### src/cpbw_pkg.sv
package cpbw_pkg;

   localparam int MAX_CORES      = 16;
   localparam int UTIL_FRAC_BITS = 16;
   localparam int CORE_IDX_W     = $clog2(MAX_CORES);
   localparam int UTIL_W         = UTIL_FRAC_BITS + 1;
   localparam int LOAD_W         = UTIL_FRAC_BITS + 4;
   localparam int CNT_W          = 5;
   localparam int LIMIT_W        = LOAD_W + 4;

   localparam logic [LOAD_W-1:0]  UNIT_LOAD = LOAD_W'(1) << UTIL_FRAC_BITS;
   localparam logic [LOAD_W-1:0]  LOAD_MAX  = {LOAD_W{1'b1}};
   // worst fit cutoff: load * 10 < 1.1 * 10
   localparam logic [LIMIT_W-1:0] WF_LIMIT  = LIMIT_W'(UNIT_LOAD) * LIMIT_W'(11);

   localparam logic REG_CORE_COUNT = 1'b0;
   localparam logic REG_FIT_MODE   = 1'b1;

   localparam logic MODE_BEST  = 1'b0;
   localparam logic MODE_WORST = 1'b1;

   // search token walking along the cell chain
   typedef struct packed {
      logic                  valid;
      logic                  found;
      logic [CORE_IDX_W-1:0] idx;
      logic [LOAD_W-1:0]     key;
   } tok_type;

   // load update broadcast to all cells
   typedef struct packed {
      logic                  clear;
      logic                  add;
      logic [CORE_IDX_W-1:0] idx;
   } upd_type;

endpackage

### src/cpbw_cell.sv
module cpbw_cell (
   input  logic                            clock,
   input  logic                            reset,
   input  logic [cpbw_pkg::CORE_IDX_W-1:0] cell_idx,
   input  logic [cpbw_pkg::CNT_W-1:0]      core_count,
   input  logic                            fit_mode,
   input  logic [cpbw_pkg::UTIL_W-1:0]     util,
   input  cpbw_pkg::upd_type               upd,
   input  cpbw_pkg::tok_type               tok_i,
   output cpbw_pkg::tok_type               tok_o
);

   logic [cpbw_pkg::LOAD_W-1:0]  load_ff, load_in;
   cpbw_pkg::tok_type            tok_ff, tok_in;
   logic [cpbw_pkg::LOAD_W-1:0]  remain;
   logic [cpbw_pkg::LOAD_W-1:0]  key;
   logic [cpbw_pkg::LIMIT_W-1:0] load_x10;
   logic [cpbw_pkg::LOAD_W:0]    sum;
   logic                         elig, best_ok, worst_ok, ok, take;

   always_comb begin
      remain   = cpbw_pkg::UNIT_LOAD - load_ff;
      best_ok  = (load_ff < cpbw_pkg::UNIT_LOAD) &&
                 (remain > cpbw_pkg::LOAD_W'(util));
      load_x10 = cpbw_pkg::LIMIT_W'(load_ff) * cpbw_pkg::LIMIT_W'(10);
      worst_ok = load_x10 < cpbw_pkg::WF_LIMIT;
      elig     = cpbw_pkg::CNT_W'(cell_idx) < core_count;
      ok       = (fit_mode == cpbw_pkg::MODE_WORST) ? worst_ok : best_ok;
      key      = (fit_mode == cpbw_pkg::MODE_WORST) ? load_ff : remain;
      take     = tok_i.valid && elig && ok && (!tok_i.found || key < tok_i.key);

      tok_in = tok_i;
      if (take) begin
         tok_in.found = 1'b1;
         tok_in.idx   = cell_idx;
         tok_in.key   = key;
      end

      sum     = {1'b0, load_ff} + (cpbw_pkg::LOAD_W + 1)'(util);
      load_in = load_ff;
      if (upd.clear) begin
         load_in = '0;
      end else if (upd.add && upd.idx == cell_idx) begin
         load_in = sum[cpbw_pkg::LOAD_W] ? cpbw_pkg::LOAD_MAX : sum[cpbw_pkg::LOAD_W-1:0];
      end
   end

   always_ff @(posedge clock) begin
      if (reset) begin
         load_ff <= '0;
         tok_ff  <= '0;
      end else begin
         load_ff <= load_in;
         tok_ff  <= tok_in;
      end
   end

   assign tok_o = tok_ff;

endmodule

### src/core_partition_best_worst_fit.sv
// Channel   Direction  Handshake            Payload
// req       in         req_tvalid/tready    tdata: task_utilization; tuser: new_set
// rsp       out        rsp_tvalid/tready    tdata: assigned_core;    tuser: placed
// csr       in         csr_we               csr_addr, csr_wdata (core_count, fit_mode)
//
// Each task is accepted, launches the search token, lets it walk the MAX_CORES cells
// of the chain and posts the result; no new task is taken until the last is through.
// A task after a sticky failure, unless it starts a new set, skips the walk.
// Synchronous active-high reset clears all core loads and the failure flag, and sets config to one core, best fit.
// req_tready is high only while idle; a result waiting on rsp holds the next one
// in the done state until the output register frees.
module core_partition_best_worst_fit (
   input  logic                         clock,
   input  logic                         reset,
   input  logic                         req_tvalid,
   output logic                         req_tready,
   input  logic [23:0]                  req_tdata,   // [16:0] task_utilization
   input  logic                         req_tuser,   // [0] new_set
   output logic                         rsp_tvalid,
   input  logic                         rsp_tready,
   output logic [7:0]                   rsp_tdata,   // [3:0] assigned_core
   output logic                         rsp_tuser,   // [0] placed
   input  logic                         csr_we,
   input  logic                         csr_addr,
   input  logic [cpbw_pkg::CNT_W-1:0]   csr_wdata
);

   typedef enum logic [1:0] {ST_IDLE, ST_LAUNCH, ST_WAIT, ST_DONE} state_type;

   state_type                        state_ff, state_in;
   logic [cpbw_pkg::CNT_W-1:0]       core_count_ff;
   logic                             fit_mode_ff;
   logic [cpbw_pkg::UTIL_W-1:0]      util_ff, util_in;
   logic                             failed_ff, failed_in;
   logic [cpbw_pkg::CORE_IDX_W-1:0]  res_core_ff, res_core_in;
   logic                             res_placed_ff, res_placed_in;
   logic                             rsp_valid_ff, rsp_valid_in;
   logic [cpbw_pkg::CORE_IDX_W-1:0]  rsp_core_ff, rsp_core_in;
   logic                             rsp_placed_ff, rsp_placed_in;
   logic                             req_acc;
   cpbw_pkg::upd_type                upd;
   cpbw_pkg::tok_type                tok_chain [cpbw_pkg::MAX_CORES+1];
   logic [cpbw_pkg::MAX_CORES-1:0]   tok_busy;

   always_ff @(posedge clock) begin
      if (reset) begin
         core_count_ff <= cpbw_pkg::CNT_W'(1);
         fit_mode_ff   <= cpbw_pkg::MODE_BEST;
      end else if (csr_we) begin
         unique case (csr_addr)
            cpbw_pkg::REG_CORE_COUNT: core_count_ff <= csr_wdata;
            cpbw_pkg::REG_FIT_MODE:   fit_mode_ff   <= csr_wdata[0];
         endcase
      end
   end

   assign req_tready = (state_ff == ST_IDLE);
   assign req_acc    = req_tvalid && req_tready;

   always_comb begin
      tok_chain[0]       = '0;
      tok_chain[0].valid = (state_ff == ST_LAUNCH);
   end

   for (genvar g = 0; g < cpbw_pkg::MAX_CORES; g++) begin : g_cell
      cpbw_cell u_cell (
         .clock      (clock),
         .reset      (reset),
         .cell_idx   (cpbw_pkg::CORE_IDX_W'(g)),
         .core_count (core_count_ff),
         .fit_mode   (fit_mode_ff),
         .util       (util_ff),
         .upd        (upd),
         .tok_i      (tok_chain[g]),
         .tok_o      (tok_chain[g+1])
      );
      assign tok_busy[g] = tok_chain[g+1].valid;
   end

   always_comb begin
      state_in      = state_ff;
      util_in       = util_ff;
      failed_in     = failed_ff;
      res_core_in   = res_core_ff;
      res_placed_in = res_placed_ff;
      rsp_valid_in  = rsp_valid_ff && !rsp_tready;
      rsp_core_in   = rsp_core_ff;
      rsp_placed_in = rsp_placed_ff;
      upd           = '0;

      unique case (state_ff)
         ST_IDLE: begin
            if (req_acc) begin
               util_in   = req_tdata[cpbw_pkg::UTIL_W-1:0];
               upd.clear = req_tuser;
               if (req_tuser) begin
                  failed_in = 1'b0;
               end
               if (req_tuser || !failed_ff) begin
                  state_in = ST_LAUNCH;
               end else begin
                  res_core_in   = '0;
                  res_placed_in = 1'b0;
                  state_in      = ST_DONE;
               end
            end
         end
         ST_LAUNCH: begin
            state_in = ST_WAIT;
         end
         ST_WAIT: begin
            if (tok_chain[cpbw_pkg::MAX_CORES].valid) begin
               upd.add       = tok_chain[cpbw_pkg::MAX_CORES].found;
               upd.idx       = tok_chain[cpbw_pkg::MAX_CORES].idx;
               failed_in     = !tok_chain[cpbw_pkg::MAX_CORES].found;
               res_placed_in = tok_chain[cpbw_pkg::MAX_CORES].found;
               res_core_in   = tok_chain[cpbw_pkg::MAX_CORES].found ?
                               tok_chain[cpbw_pkg::MAX_CORES].idx : '0;
               state_in      = ST_DONE;
            end
         end
         ST_DONE: begin
            if (!rsp_valid_ff || rsp_tready) begin
               rsp_valid_in  = 1'b1;
               rsp_core_in   = res_core_ff;
               rsp_placed_in = res_placed_ff;
               state_in      = ST_IDLE;
            end
         end
      endcase
   end

   always_ff @(posedge clock) begin
      if (reset) begin
         state_ff     <= ST_IDLE;
         failed_ff    <= 1'b0;
         rsp_valid_ff <= 1'b0;
      end else begin
         state_ff     <= state_in;
         failed_ff    <= failed_in;
         rsp_valid_ff <= rsp_valid_in;
      end
      util_ff       <= util_in;
      res_core_ff   <= res_core_in;
      res_placed_ff <= res_placed_in;
      rsp_core_ff   <= rsp_core_in;
      rsp_placed_ff <= rsp_placed_in;
   end

   assign rsp_tvalid = rsp_valid_ff;
   assign rsp_tdata  = 8'(rsp_core_ff);
   assign rsp_tuser  = rsp_placed_ff;

`ifndef ASSERT_OFF
   a_one_token: assert property (@(posedge clock) disable iff (reset)
      $onehot0(tok_busy))
      else $error("more than one search token in the cell chain");

   a_idle_chain: assert property (@(posedge clock) disable iff (reset)
      req_acc |-> (tok_busy == '0))
      else $error("transaction accepted while a search is in flight");

   a_no_launch_failed: assert property (@(posedge clock) disable iff (reset)
      (state_ff == ST_LAUNCH) |-> !failed_ff)
      else $error("search launched after a sticky failure");

   a_unplaced_zero: assert property (@(posedge clock) disable iff (reset)
      (state_ff == ST_DONE && !res_placed_ff) |-> (res_core_ff == '0))
      else $error("unplaced result carries a nonzero core");
`endif

endmodule
### config.mk
export PLATFORM = sky130hd
export DESIGN_NAME = core_partition_best_worst_fit
export DESIGN_NICKNAME = d
export VERILOG_FILES = /design/src/cpbw_pkg.sv /design/src/cpbw_cell.sv /design/src/core_partition_best_worst_fit.sv
export SDC_FILE = /design/constraint.sdc
export NUM_CORES = 2
export LEC_CHECK = 0
export BUFFER_PORTS_ARGS = -buffer_cell sky130_fd_sc_hd__buf_2
export CAP_MARGIN = 20
export CORE_ASPECT_RATIO = 2
export CORE_UTILIZATION = 65
export DETAILED_ROUTE_END_ITERATION = 8
export GPL_ROUTABILITY_DRIVEN = 0
export HOLD_SLACK_MARGIN = 0.12
export PLACE_DENSITY = 0.81
export REMOVE_ABC_BUFFERS = 1
export SYNTH_ARGS = -nofsm -noshare
export SYNTH_HDL_FRONTEND = slang
export SYNTH_SLANG_ARGS = --single-unit
export TNS_END_PERCENT = 5
### constraint.sdc
create_clock -name clock -period 13.9 [get_ports clock]
set_input_delay 0 -clock clock [delete_from_list [all_inputs] [get_ports clock]]
set_output_delay 0 -clock clock [all_outputs]
set_load 0.05 [all_outputs]
=== After elaboration in Yosys (flattened, before gate mapping) ===
Cells that the tools add are included.

* Input bits: 36
* Register bits after elaboration: 753

* Multiplexer cells: 88
* $lt $le $gt $ge: 79
* Equality and inequality tests: 23
* Multiply operators: 16
* $add $sub $neg: 32
* Reductions and logical operators: 143
* Bitwise operators: 2

{| class="wikitable"
|+ Operators with widths
! cell !! number
|-
| two-way mux 20 bit || 32
|-
| two-way mux 25 bit || 16
|-
| less-than comparator 24 x 20 -> 1 bit (second input constant) || 16
|-
| multiplier 20 x 3 -> 23 bit (second input constant) || 16
|-
| adder 20 x 17 -> 21 bit || 16
|-
| greater-than comparator 20 x 17 -> 1 bit || 16
|-
| less-than comparator 20 x 17 -> 1 bit (second input constant) || 16
|-
| subtractor 17 x 20 -> 20 bit (first input constant) || 16
|-
| less-than comparator 20 bit || 15
|-
| logical AND 1 bit || 81
|-
| less-than comparator 4 x 5 -> 1 bit (first input constant) || 8
|-
| == test 4 bit (second input constant) || 8
|-
| OR reduction 2 bit || 16
|-
| two-way mux 1 bit || 26
|-
| less-than comparator 3 x 5 -> 1 bit (first input constant) || 4
|-
| zero test 1 bit || 19
|-
| logical OR 1 bit || 17
|-
| == test 4 x 3 -> 1 bit (second input constant) || 4
|-
| two-way mux 4 bit || 4
|-
| less-than comparator 1 x 5 -> 1 bit (first input constant) || 2
|-
| less-than comparator 2 x 5 -> 1 bit (first input constant) || 2
|-
| two-way mux 5 bit || 2
|-
| == test 4 x 2 -> 1 bit (second input constant) || 2
|-
| two-way mux 2 bit || 4
|-
| other kinds (15) || 25
|}

=== Longest topological paths before layout ===
* Depth in word-level cells: 7
* Depth in mapped cells: 20
* Depth with buffers taken out: 19

=== By module ===
Synthesis repeated with hierarchy kept, for this count alone.

* Cell total of the unflattened synthesis: 10187
* Area, all modules: 82750.6 µm²

{| class="wikitable"
|+ Modules (own cells, without submodules)
! module !! area an instance (µm²) !! cells each !! instances
|-
| cpbw_cell at g_cell[12].u_cell ... || 5121.2 || 647 || 8
|-
| cpbw_cell at g_cell[10].u_cell ... || 4919.7 || 593 || 4
|-
| cpbw_cell at g_cell[0].u_cell || 5365.1 || 667 || 1
|-
| cpbw_cell at g_cell[14].u_cell || 5285.1 || 642 || 1
|-
| cpbw_cell at g_cell[2].u_cell || 5093.6 || 618 || 1
|-
| cpbw_cell at g_cell[9].u_cell || 4883.4 || 608 || 1
|-
| core_partition_best_worst_fit || 1475.2 || 104 || 1
|}

=== Worst setup path before layout ===
No wires, ideal clock.

* Kind: flip-flop to flip-flop
* Start: register util_ff[1] (netlist name)
* End: register g_cell[1].u_cell.load_ff[10] (netlist name)
* Cell stages (with the launch flop): 14
* Buffers on the path: 1
* Path slack: 9.476 ns
* Clock period less this slack: 4.424 ns
* Arrival time: 4.291 ns
* Cells stage by stage: edfxtp_1 inv_1 fa_1 nor2b_1 o21a_1 o21ai_0 a211oi_1 a2111oi_0 o41ai_1 a21oi_1 nor2_1 a21boi_1 clkbuf_1 a21oi_1

* Longest elaborated chain between the ends: 2

{| class="wikitable"
|+ Ends and longest elaborated chain
! item !! RTL line !! text
|-
| from (decl) || core_partition_best_worst_fit.sv:33 || <nowiki>logic [cpbw_pkg::UTIL_W-1:0] util_ff, util_in;</nowiki>
|-
| from (signal assigned) || core_partition_best_worst_fit.sv:143 || <nowiki>util_ff <= util_in;</nowiki>
|-
| adder 20 x 17 -> 21 bit || cpbw_cell.sv:39 || <nowiki>sum = {1'b0, load_ff} + (cpbw_pkg::LOAD_W + 1)'(util);</nowiki>
|-
| two-way mux 20 bit || cpbw_cell.sv:44 || <nowiki>load_in = sum[cpbw_pkg::LOAD_W] ? cpbw_pkg::LOAD_MAX : sum[cpbw_pkg::LOAD_W-1:0];</nowiki>
|-
| to (signal assigned) || cpbw_cell.sv:53 || <nowiki>load_ff <= load_in;</nowiki>
|-
| to (decl) || cpbw_cell.sv:13 || <nowiki>logic [cpbw_pkg::LOAD_W-1:0] load_ff, load_in;</nowiki>
|}

No other way between the ends.
A chain may end at the register's enable or synchronous reset.

=== Worst setup path after layout ===
* Start: register util_ff[1] (netlist name)
* End: register g_cell[11].u_cell.load_ff[4] (netlist name)

* Longest elaborated chain between the ends: 2

{| class="wikitable"
|+ Ends and longest elaborated chain
! item !! RTL line
|-
| adder 20 x 17 -> 21 bit || cpbw_cell.sv:39
|-
| two-way mux 20 bit || cpbw_cell.sv:44
|-
| to (signal assigned) || cpbw_cell.sv:53
|-
| to (decl) || cpbw_cell.sv:13
|}

No other way between the ends.

==> metrics.txt <==
status complete, no violations; Clock Tree Root clkbuf_16; hold depth 3; r2r worst-path depth 15; first-pass GRT wire length 360000 um; WL met1 slightly below 80000 um; share of cells above drive strength 1 under 10%; Reg-to-Reg End g_cell[11].u_cell.load_ff[4]; RSZ-0062 raised after global routing no; metal3 WL approximately 20000 um; setup TNS 0 ps; post-layout instance area 75600 sq um; Register-to-Register Setup Slack roughly 8300 ps; Post-DP HPWL ~170000 um; initial antenna violation count 14; Hold Crit Start reset; Synth async-reset ratio 0%; WP data required about 15000 ps; Area Overhead vs Synth 6.64%; Achievable Freq around 180 MHz; final-stage net count 9983; post-CTS sizing 0; post-synth top area cell ha_1; HP Class input port to register; DRT antenna net count 0; ys flop type dfxtp_1; crit start category register; setup ws final slightly above 8000 ps; core outline area between 100000 and 150000 sq um; Placed Area slightly above 70000 sq um; data arrival time of the critical path roughly 6300 ps; crit share post-route between 40 and 50%; Port Buffers 35; First-pass DRT Iterations 7; Die Height between 400 and 500 um; Netlist cell types about 110; Post-synth EDFFs 27; GR Util All Layers around two fifths; worst slew pin tran about 1200 ps; sequential cell area approximately 15000 sq um; dpl ws between 8000 and 9000 ps; WL final about 230000 um; cts bufs inserted just over 70; clk_lat worst skew slightly above 700 ps; hold slack 400 ps; CTS H-tree lvls 3; element type at the critical path end register; largest net degree at the start of global routing about 140; Die ar. 110000 sq um; clk buf depth 3; top-area cell type share of the netlist area 24.6%; #FFs+latches synth 738; Max Used Layer met5; CP max FO 22; vias per cell around 7; FP Rows about 170; Die W 236 um; Max-Cap Viols 0; vias roughly 68k; Remaining Overflow, GRT 0; IO Count 47; slew margin rel. 18.8%; CTS tree yes; synth top area cells ha_1 (25%), dfxtp_1 (20%), a21oi_1 (5.7%); register area share after synthesis roughly a fifth; CTS sink cnt between 700 and 800; Post-Syn Instances between 8k and 9k; crit path kind register to register; Starting DRT DRC Count between 5k and 6k; Fillers between 8k and 9k; post-synth design cell area 70900 sq um; Syn. warnings 0; power density cells roughly 74 nW/um^2; Worst VDD drop between 0.09 and 0.1 mV; Avg Inst Size Synth just over 8 sq um; DRC 0; WL met2 110000 um; Multi-input gate area about 53000 sq um; hold path endpoint g_cell[13].u_cell.tok_o[12]; skew final a little over 40 ps; number of global-route vias before repair between 60k and 70k; min Tclk post-route about 5600 ps; Critical R2R Launch util_ff[1]; clock transition at the registers of the reported paths roughly 80 ps; WL per Instance between 20 and 25 um; initial core utilization 65.5%; # setup viols final 0; Final Max Tran Viols 0; Leakage Power about 0.038 uW; Fin. Hold Viols 0
## stage by stage
stage,power [uW],cells,util [%]
finish,5600,10004,69.8
global route,5730,9982,69.8
CTS,5520,9975,69.7
detailed placement,3350,9779,66.8
global placement,3320,9777,66.7
floorplan,2870,8261,-
## layer usage
layer	up-vias	GRT usage, %
li1	31241	-
met1	32059	40.1
met2	3336	70.5
met3	1466	10.1
met4	14	43.4
met5	-	0
## worst max-delay path: stages, from the launching register on
cell	delay (ps)
edfxtp_1	570
buf_4	560
inv_2	430
buf_4	460
fa_1	560
nor2b_1	120
o21ai_0	120
a21boi_0	490
o311ai_0	370
a2111oi_0	740
o31a_1	270
o21a_1	220
a21boi_1	80
buf_4	200
o21ai_0	90
o211a_1	170
## synth_stat cells, drive strengths merged, types with 15 or more instances
library cell,number
a41oi,22
a221oi,26
or3,61
nand3,169
a21o,275
a21boi,20
and2,45
and4,19
o41ai,15
o31ai,30
a31oi,75
nand2b,102
mux2i,131
nand3b,20
ha,1393
a211oi,126
xor2,432
nor3,337
nor2,688
a211o,28
o21ai,580
and3,66
clkbuf,272
nor3b,49
fa,16
a41o,16
dfxtp,711
or4,23
or2,53
mux2,20
o311a,22
nor2b,99
o2111ai,22
buf,62
inv,485
nand4,100
o211ai,35
nand2,351
o21bai,34
xnor2,320
a2111oi,24
o21a,119
nor4,84
a21oi,815
edfxtp,27
## how the worst max path moves through the flow
| stage | endpoint | slack [ps] | from | cells past startpoint |
|---|---|---|---|---|
| 2_1_floorplan | g_cell[11].u_cell.tok_o[20] | 1320 | fit_mode_ff | 11 |
| 3_3_place_gp | g_cell[11].u_cell.load_ff[4] | 8590 | util_ff[1] | 15 |
| 3_5_place_dp | g_cell[11].u_cell.load_ff[10] | 8540 | util_ff[1] | 15 |
| 4_1_cts | g_cell[11].u_cell.load_ff[4] | 8500 | util_ff[1] | 15 |
| 5_1_grt | g_cell[5].u_cell.tok_o[1] | 8110 | g_cell[5].u_cell.load_ff[0] | 19 |
| 6_report | g_cell[11].u_cell.load_ff[4] | 8250 | util_ff[1] | 15 |
## report_power, final
group          switching (uW)  total [uW]  internal, uW
combinational             860        1220           360
clock                     996        2190          1200
sequential               30.4        2180          2150
## kinds of logic after synthesis
kind of cell	count (synthesis)	share of synthesized area (%)
buf+inv	820	4.49
other cells	1	0.00529
flops	738	21.2
simple gates	2299	16.4
xor+xnor	752	9.29
compound gates	2420	21.3
fa+ha+maj	1410	25.1
mux	151	2.17
## placed cells by master (no fill, tap or decap), types with 35 or more instances in the layout
cell | netlist | layout
dlygate4sd3_1 | 0 | 65
o21a_1 | 119 | 119
nand2_1 | 351 | 351
nor3_1 | 300 | 300
a211oi_1 | 126 | 126
or2_2 | 49 | 49
mux2i_1 | 131 | 131
nand4_1 | 99 | 99
ha_1 | 1393 | 1393
nor3b_1 | 48 | 48
nor2_1 | 687 | 686
o211ai_1 | 35 | 35
a21o_1 | 275 | 274
nor4_1 | 82 | 82
dfxtp_1 | 711 | 710
and2_1 | 43 | 43
o21ai_0 | 566 | 566
nor2b_1 | 99 | 99
and3_1 | 66 | 66
xnor2_1 | 320 | 320
nand3_1 | 169 | 169
inv_1 | 485 | 483
xor2_1 | 432 | 432
buf_4 | 13 | 98
clkbuf_16 | 0 | 73
a21oi_1 | 814 | 813
a31oi_1 | 73 | 71
or3_1 | 61 | 61
nand2b_1 | 102 | 102
nor3_2 | 37 | 36
## cell type report
type / count / share of cell area (%)
diodes: 25 / 0.0828
clock inverters: 42 / 0.732
inverters: 486 / 2.41
repair buffers: 203 / 2.20
clock buffers: 89 / 2.60
multi-input cells: 7037 / 69.8
flip-flops and latches: 738 / 19.9
well taps: 1384 / 2.29
## repair_timing
item,4_1_cts,5_1_grt
hold buffers,65,0
buffers inserted,0,0
endpoints found under the hold margin,185,0
## flip-flops by register name, summed over array words and instances, names as in the netlist, 2 cells and up
register / cells
g_cell.u_cell.tok_o: 381
g_cell.u_cell.load_ff: 320
util_ff: 17
core_count_ff: 5
res_core_ff: 4
rsp_core_ff: 4
state_ff: 2
No activity file was read; power rests on OpenSTA's default activity.
